$ cat src/hw/rtl/prsl_pkg.sv
// types and codes shared by the paired register switch list
package prsl_pkg;

	localparam int unsigned NumW = 32;
	localparam int unsigned ValW = 64;
	localparam int unsigned CntW = 4;

	localparam logic ActAdd    = 1'b0;
	localparam logic ActRemove = 1'b1;

	localparam logic StsDone   = 1'b0;
	localparam logic StsNoRoom = 1'b1;

	typedef struct packed {
		logic            action;
		logic [NumW-1:0] reg_number;
		logic [ValW-1:0] guest_value;
		logic [ValW-1:0] host_value;
		logic            guest_only;
	} prsl_in_t;

	typedef struct packed {
		logic            status;
		logic            guest_hit;
		logic            host_hit;
		logic [CntW-1:0] guest_count;
		logic [CntW-1:0] host_count;
	} prsl_out_t;

	typedef enum logic [2:0] {
		ST_IDLE,
		ST_READ,
		ST_CMP,
		ST_DECIDE,
		ST_MOVE,
		ST_FINISH
	} prsl_state_t;

	typedef struct packed {
		logic load;
		logic search_rd;
		logic search_cmp;
		logic last_rd;
		logic commit_add;
		logic commit_move;
		logic result;
	} prsl_cmd_t;

	typedef struct packed {
		logic search_last;
		logic remove;
		logic out_busy;
	} prsl_sts_t;

endpackage

$ cat src/hw/rtl/prsl_ctrl.sv
// sequencing state machine for the switch list
module prsl_ctrl
	import prsl_pkg::*;
(
	input  logic      clk,
	input  logic      arst_n,
	input  logic      in_valid,
	output logic      in_ready,
	input  prsl_sts_t sts,
	output prsl_cmd_t cmd
);

	prsl_state_t state_q, state_d;

	always_ff @(posedge clk or negedge arst_n) begin
		if (!arst_n) begin
			state_q <= ST_IDLE;
		end else begin
			state_q <= state_d;
		end
	end

	always_comb begin
		state_d  = state_q;
		cmd      = '0;
		in_ready = 1'b0;
		case (state_q)
			ST_IDLE: begin
				in_ready = 1'b1;
				if (in_valid) begin
					cmd.load = 1'b1;
					state_d  = ST_READ;
				end
			end
			ST_READ: begin
				cmd.search_rd = 1'b1;
				state_d       = ST_CMP;
			end
			ST_CMP: begin
				cmd.search_cmp = 1'b1;
				state_d        = sts.search_last ? ST_DECIDE : ST_READ;
			end
			ST_DECIDE: begin
				if (sts.remove) begin
					cmd.last_rd = 1'b1;
					state_d     = ST_MOVE;
				end else begin
					cmd.commit_add = 1'b1;
					state_d        = ST_FINISH;
				end
			end
			ST_MOVE: begin
				cmd.commit_move = 1'b1;
				state_d         = ST_FINISH;
			end
			ST_FINISH: begin
				if (!sts.out_busy) begin
					cmd.result = 1'b1;
					state_d    = ST_IDLE;
				end
			end
			default: begin
				state_d = ST_IDLE;
			end
		endcase
	end

endmodule

$ cat src/hw/rtl/prsl_dp.sv
// list memories, search registers, counts and result register
module prsl_dp
	import prsl_pkg::*;
#(
	parameter int unsigned LIST_ENTRIES = 8
) (
	input  logic      clk,
	input  logic      arst_n,
	input  prsl_cmd_t cmd,
	output prsl_sts_t sts,
	input  prsl_in_t  in_data,
	output logic      out_valid,
	input  logic      out_ready,
	output prsl_out_t out_data
);

	localparam int unsigned IW = (LIST_ENTRIES > 1) ? $clog2(LIST_ENTRIES) : 1;
	localparam int unsigned CW = $clog2(LIST_ENTRIES + 1);

	logic [NumW-1:0] gnum_mem [LIST_ENTRIES];
	logic [ValW-1:0] gval_mem [LIST_ENTRIES];
	logic [NumW-1:0] hnum_mem [LIST_ENTRIES];
	logic [ValW-1:0] hval_mem [LIST_ENTRIES];

	prsl_in_t        item_q;
	logic [CW-1:0]   idx_q;
	logic [CW-1:0]   gused_q, hused_q;
	logic            ghit_q, hhit_q, status_q;
	logic [IW-1:0]   gpos_q, hpos_q;
	logic [NumW-1:0] gnum_rd_q, hnum_rd_q;
	logic [ValW-1:0] gval_rd_q, hval_rd_q;
	logic            out_valid_q;
	prsl_out_t       out_q;

	logic [CW-1:0]   glast, hlast;
	logic [IW-1:0]   grd_addr, hrd_addr;
	logic            host_search;
	logic            gfull, hfull, refuse;
	logic            gwr_en, hwr_en;
	logic [IW-1:0]   gwr_addr, hwr_addr;
	logic [NumW-1:0] gwr_num, hwr_num;
	logic [ValW-1:0] gwr_val, hwr_val;

	assign glast       = gused_q - CW'(1);
	assign hlast       = hused_q - CW'(1);
	assign grd_addr    = cmd.last_rd ? glast[IW-1:0] : idx_q[IW-1:0];
	assign hrd_addr    = cmd.last_rd ? hlast[IW-1:0] : idx_q[IW-1:0];
	assign host_search = (item_q.action == ActRemove) || !item_q.guest_only;

	assign gfull  = !ghit_q && (gused_q == CW'(LIST_ENTRIES));
	assign hfull  = !item_q.guest_only && !hhit_q && (hused_q == CW'(LIST_ENTRIES));
	assign refuse = gfull || hfull;

	always_comb begin
		gwr_en   = 1'b0;
		hwr_en   = 1'b0;
		gwr_addr = ghit_q ? gpos_q : gused_q[IW-1:0];
		hwr_addr = hhit_q ? hpos_q : hused_q[IW-1:0];
		gwr_num  = item_q.reg_number;
		hwr_num  = item_q.reg_number;
		gwr_val  = item_q.guest_value;
		hwr_val  = item_q.host_value;
		if (cmd.commit_add && !refuse) begin
			gwr_en = 1'b1;
			hwr_en = !item_q.guest_only;
		end
		if (cmd.commit_move) begin
			gwr_en   = ghit_q;
			hwr_en   = hhit_q;
			gwr_addr = gpos_q;
			hwr_addr = hpos_q;
			gwr_num  = gnum_rd_q;
			hwr_num  = hnum_rd_q;
			gwr_val  = gval_rd_q;
			hwr_val  = hval_rd_q;
		end
	end

	// memories
	always_ff @(posedge clk) begin
		if (gwr_en) begin
			gnum_mem[gwr_addr] <= gwr_num;
			gval_mem[gwr_addr] <= gwr_val;
		end
		if (hwr_en) begin
			hnum_mem[hwr_addr] <= hwr_num;
			hval_mem[hwr_addr] <= hwr_val;
		end
		if (cmd.search_rd || cmd.last_rd) begin
			gnum_rd_q <= gnum_mem[grd_addr];
			hnum_rd_q <= hnum_mem[hrd_addr];
		end
		if (cmd.last_rd) begin
			gval_rd_q <= gval_mem[grd_addr];
			hval_rd_q <= hval_mem[hrd_addr];
		end
	end

	// payload registers
	always_ff @(posedge clk) begin
		if (cmd.load) begin
			item_q <= in_data;
		end
		if (cmd.search_cmp) begin
			if (!ghit_q && (idx_q < gused_q) && (gnum_rd_q == item_q.reg_number)) begin
				gpos_q <= idx_q[IW-1:0];
			end
			if (host_search && !hhit_q && (idx_q < hused_q)
					&& (hnum_rd_q == item_q.reg_number)) begin
				hpos_q <= idx_q[IW-1:0];
			end
		end
		if (cmd.result) begin
			out_q.status      <= status_q;
			out_q.guest_hit   <= ghit_q;
			out_q.host_hit    <= hhit_q;
			out_q.guest_count <= CntW'(gused_q);
			out_q.host_count  <= CntW'(hused_q);
		end
	end

	// control registers
	always_ff @(posedge clk or negedge arst_n) begin
		if (!arst_n) begin
			idx_q       <= '0;
			gused_q     <= '0;
			hused_q     <= '0;
			ghit_q      <= 1'b0;
			hhit_q      <= 1'b0;
			status_q    <= StsDone;
			out_valid_q <= 1'b0;
		end else begin
			if (cmd.load) begin
				idx_q    <= '0;
				ghit_q   <= 1'b0;
				hhit_q   <= 1'b0;
				status_q <= StsDone;
			end
			if (cmd.search_cmp) begin
				idx_q <= idx_q + CW'(1);
				if (!ghit_q && (idx_q < gused_q) && (gnum_rd_q == item_q.reg_number)) begin
					ghit_q <= 1'b1;
				end
				if (host_search && !hhit_q && (idx_q < hused_q)
						&& (hnum_rd_q == item_q.reg_number)) begin
					hhit_q <= 1'b1;
				end
			end
			if (cmd.commit_add) begin
				if (refuse) begin
					status_q <= StsNoRoom;
				end else begin
					if (!ghit_q) begin
						gused_q <= gused_q + CW'(1);
					end
					if (!item_q.guest_only && !hhit_q) begin
						hused_q <= hused_q + CW'(1);
					end
				end
			end
			if (cmd.commit_move) begin
				if (ghit_q) begin
					gused_q <= glast;
				end
				if (hhit_q) begin
					hused_q <= hlast;
				end
			end
			if (cmd.result) begin
				out_valid_q <= 1'b1;
			end else if (out_ready) begin
				out_valid_q <= 1'b0;
			end
		end
	end

	assign sts.search_last = (idx_q == CW'(LIST_ENTRIES - 1));
	assign sts.remove      = (item_q.action == ActRemove);
	assign sts.out_busy    = out_valid_q && !out_ready;

	assign out_valid = out_valid_q;
	assign out_data  = out_q;

	a_used_bound: assert property (@(posedge clk) disable iff (!arst_n)
		(gused_q <= CW'(LIST_ENTRIES)) && (hused_q <= CW'(LIST_ENTRIES)))
		else $error("list count above capacity");

	a_refuse_keeps: assert property (@(posedge clk) disable iff (!arst_n)
		cmd.commit_add && refuse |=> $stable(gused_q) && $stable(hused_q))
		else $error("refused add changed a count");

	a_move_pos: assert property (@(posedge clk) disable iff (!arst_n)
		cmd.commit_move && ghit_q |-> (CW'(gpos_q) < gused_q))
		else $error("guest hit slot outside used entries");

	a_move_shrinks: assert property (@(posedge clk) disable iff (!arst_n)
		cmd.commit_move && hhit_q |=> hused_q == $past(hused_q) - CW'(1))
		else $error("host remove did not shrink the list");

endmodule

$ cat src/hw/rtl/paired_register_switch_list.sv
// top level of the paired register switch list
// the search reads every slot of each number memory in turn through a registered read port;
// a remove then reads the last entry of each list and moves it into the hit slot
// a new item is taken only after the last one has written its result into the output register
// reset: both lists empty, no result pending; entry memories are not cleared
module paired_register_switch_list
	import prsl_pkg::*;
#(
	parameter int unsigned LIST_ENTRIES = 8
) (
	input  logic      clk,
	input  logic      arst_n,
	input  logic      in_valid,
	output logic      in_ready,
	input  prsl_in_t  in_data,
	output logic      out_valid,
	input  logic      out_ready,
	output prsl_out_t out_data
);

	prsl_cmd_t cmd;
	prsl_sts_t sts;

	prsl_ctrl u_ctrl (
		.clk      (clk),
		.arst_n   (arst_n),
		.in_valid (in_valid),
		.in_ready (in_ready),
		.sts      (sts),
		.cmd      (cmd)
	);

	prsl_dp #(
		.LIST_ENTRIES (LIST_ENTRIES)
	) u_dp (
		.clk       (clk),
		.arst_n    (arst_n),
		.cmd       (cmd),
		.sts       (sts),
		.in_data   (in_data),
		.out_valid (out_valid),
		.out_ready (out_ready),
		.out_data  (out_data)
	);

endmodule
$ cat config.mk
export PLATFORM = sky130hd
export DESIGN_NAME = paired_register_switch_list
export DESIGN_NICKNAME = d
export VERILOG_FILES = /design/src/hw/rtl/prsl_pkg.sv /design/src/hw/rtl/prsl_ctrl.sv /design/src/hw/rtl/prsl_dp.sv /design/src/hw/rtl/paired_register_switch_list.sv
export SDC_FILE = /design/constraint.sdc
export NUM_CORES = 1
export LEC_CHECK = 0
export BUFFER_PORTS_ARGS = -buffer_cell sky130_fd_sc_hd__buf_2
export CAP_MARGIN = 0
export CORE_ASPECT_RATIO = 1.75
export CORE_MARGIN = 2
export CORE_UTILIZATION = 40
export DETAILED_ROUTE_END_ITERATION = 10
export HOLD_SLACK_MARGIN = 0.05
export REMOVE_ABC_BUFFERS = 1
export SKIP_LAST_GASP = 1
export SYNTH_ARGS = -nofsm -noshare
export SYNTH_HDL_FRONTEND = slang
export SYNTH_SLANG_ARGS = --single-unit
$ cat constraint.sdc
create_clock -name clk -period 4.29 [get_ports clk]
set_input_delay 0.6435 -clock clk [delete_from_list [all_inputs] [get_ports clk]]
set_output_delay 0.6435 -clock clk [all_outputs]
set_load 0.005 [all_outputs]
==> impl_metrics.json <==
{
  "outcome": "finished, final reports clean",
  "cp_slowest_cell": "nor2_4",
  "min_delay_worst_endpoint": "u_dp.item_q[149]",
  "setup_viol": 0,
  "cts-root-buf": "clkbuf_16",
  "cp_max_fo": 19,
  "post_cts_resized": 0,
  "final_nets": 2127,
  "ff2ff_setup_slack_ns": 0.94,
  "cts_tree": "built",
  "endpoint_kind": "flip-flop",
  "rows": 123,
  "die_y_um": 341.3,
  "r2r_cells": 8,
  "via_per_inst": 5.395,
  "power_density_nw_per_um2": 635.4,
  "htreeDepth": 2,
  "fin_skew_ns": 0.02424,
  "p_leak_nw": 10.13,
  "cap_violations": 0,
  "postLayoutCoreUtil_pct": 45.34,
  "cts_hold_repair.buffers": 1,
  "final_cells": 2800,
  "grt_overflow": 0,
  "timing.final.crit_period_ns": 3.349,
  "reg2reg_from": "u_dp.gused_q[0]",
  "seqPwrFrac_pct": 47.7,
  "yosys_most_used_dff": "edfxtp_1",
  "clock_latency_ns": 0.62,
  "dr_total_vias": 15110,
  "grt_pass1_vias": 15480,
  "tightest_slew_ns": 1.012,
  "worstPathRequired_ns": 4.60,
  "hpwl_um": 38580,
  "path_class": "flip-flop to flip-flop",
  "syn_avg_cell_area_um2": 13.79,
  "hp-class": "input port to flip-flop",
  "layout_common_cells": "edfxtp_1, nand2_1, nand3_1",
  "gp_congestion": 0.8054,
  "synthDistinctLibCells": 53,
  "antenna_cells": 0,
  "wirelength_um": 61670,
  "comb_power_share_pct": 26.8,
  "drtIter0Drc": 1112,
  "rsz0062_at_grt": "false",
  "switching_share_pct": 33.48,
  "ys_seq_elements": 646,
  "hold_depth": 1,
  "p_int_w": 0.01233,
  "clock_power_share_pct": 25.5,
  "rr_endpoint": "u_dp.hnum_mem[5][15]",
  "drt-pass1-iter-count": 5,
  "mostFrequentLayoutCell": "edfxtp_1",
  "numPortBuffers": 50,
  "ys_async_sr_fraction_pct": 2.941,
  "drive_above_1_share_pct": 10.31,
  "cts_buffers": 54,
  "netlist_area_um2": 26010,
  "grt_antenna_before_repair": 1,
  "yosysWarnings": 0,
  "start_kind": "flip-flop",
  "final_area_um2": 29170,
  "cts_setup_buffers": 0,
  "die_w_um": 196.8,
  "ios": 179,
  "dp.cells": 2703,
  "grt_pass1_wl_um": 92180,
  "area_growth_syn_to_layout_pct": 12.14,
  "max_freq_ghz": 0.2986,
  "grt_use_total_pct": 18.34,
  "ir_worst_vdd_mv": 0.4269,
  "cpPeakStageDelay_ns": 0.62,
  "max-slew-margin-rel_pct": 32.51,
  "cp_data_arrival_time_ns": 3.66,
  "path_clk_slew_ns": 0.07,
  "slew_viol_final": 0,
  "core_region_area_um2": 64330,
  "clk_path_buf_depth": 3,
  "drcViolationCount": 0,
  "finalHoldViolations": 0,
  "place_area_um2": 27510,
  "cp_cell_sequence": "inv_1 -> ha_1 -> or4bb_1 -> and4b_1 -> nor2_1 -> o31a_1 -> nor2_4 -> buf_4",
  "wl_per_cell_um": 22.02,
  "yosysSeqAreaShare_pct": 74.22,
  "syn_inst": 1886,
  "synth_enable_flop_cells": 627,
  "post-route-period-util_pct": 78.07,
  "initial_utilization_pct": 40.43,
  "cts_sinks": 646,
  "min_from": "in_data[149]",
  "p_switching_w": 0.006206,
  "power_w": 0.01853,
  "grt_max_degree": 97,
  "crit_start": "u_dp.gused_q[0]",
  "final_antenna_net_count": 0,
  "die-area_um2": 67160,
  "fin_tns_setup_ns": 0
}
[how the worst max path moves through the flow]
| stage | slack, ns | to |
|---|---|---|
| final | 0.94 | u_dp.hnum_mem[5][15] |
| after global routing | 0.79 | u_dp.hnum_mem[4][19] |
| after CTS | 0.94 | u_dp.hnum_mem[4][19] |
| after detailed placement | 0.95 | u_dp.hnum_mem[4][15] |
| after global placement | 0.95 | u_dp.hnum_mem[4][6] |
| after floorplan | -1.27 | u_dp.hnum_mem[0][0] |
[routing by layer]
metal | track usage, % | share of wire [%]
met1 | 21.30 | 39
met2 | 33.64 | 53
met3 | 1.853 | 4.1
met4 | 8.944 | 4.5
met5 | 0 | 0
[sequential cells by signal, summed over array words and instances (netlist names), 3 cells and up]
| register | count |
|---|---|
| u_dp.hpos_q | 3 |
| u_dp.hnum_mem | 256 |
| u_dp.gused_q | 4 |
| u_dp.hused_q | 4 |
| u_dp.gnum_rd_q | 32 |
| u_dp.idx_q | 4 |
| u_ctrl.state_q | 3 |
| u_dp.out_data | 11 |
| u_dp.gpos_q | 3 |
| u_dp.hnum_rd_q | 32 |
| u_dp.gnum_mem | 256 |
| u_dp.item_q | 33 |
[worst max-delay path, delay by kind of cell, from the launching register on]
kind                     cells  cell delay, ns
AND/OR/NAND/NOR              4            1.30
buffers and inverters        2            0.57
flip-flops                   1            0.52
AO/OA/AOI/OAI                1            0.39
adder cells (fa/ha/maj)      1            0.24
[layout make-up]
class,instances,area [um^2]
tap,812,1016
fill,5631,35160
sequential,646,19300
timing repair buffer,103,800.8
clock buffer,67,1400
inverter,19,71.32
clock inverter,29,252.7
multi-input combinational,1124,6324
[logic make-up after synthesis]
kind of cell	count (synthesis)	synth area share [%]
AO/OA/AOI/OAI	118	3.579
XOR/XNOR	73	2.458
adder cells (fa/ha/maj)	13	0.6254
buffers and inverters	116	2.189
flip-flops	646	74.22
multiplexers	69	2.747
AND/OR/NAND/NOR	851	14.19
[synth_stat cells, types with 5 or more instances]
library cell | n | area share [%]
clkbuf_1 | 41 | 0.59
xnor2_1 | 47 | 1.6
nand3_1 | 139 | 2.7
xor2_1 | 26 | 0.88
buf_2 | 32 | 0.62
a32oi_1 | 64 | 2.2
nor2_1 | 32 | 0.46
edfxtp_1 | 627 | 72
and3_1 | 65 | 1.6
buf_6 | 8 | 0.35
nand4_1 | 13 | 0.31
a21oi_1 | 5 | 0.096
nand2_1 | 568 | 8.2
inv_1 | 19 | 0.27
o21ai_0 | 15 | 0.29
nor3_1 | 5 | 0.096
a31oi_1 | 7 | 0.17
nand2b_1 | 5 | 0.12
ha_1 | 13 | 0.63
buf_4 | 9 | 0.26
nor4_1 | 12 | 0.29
buf_1 | 7 | 0.10
mux2i_1 | 65 | 2.5
dfrtp_1 | 19 | 1.8
[power groups by stage]
stage	logic [W]	clock network, W	registers, W
CTS	0.00504	0.00480	0.00883
finish	0.00497	0.00472	0.00884
global placement	0.00486	0	0.00894
detailed placement	0.00502	0	0.00895
floorplan	0.00328	0	0.00876
global route	0.00546	0.00500	0.00889
[stage by stage]
step | hold WS, ns | setup WS, ns
after floorplan | 0.3479 | -1.269
after global placement | 0.4773 | 0.9491
after detailed placement | 0.4897 | 0.9451
after CTS | 0.1689 | 0.9353
after global routing | 0.1836 | 0.7875
final | 0.1963 | 0.9409
Note: power is estimated with default switching activity, not from simulation.
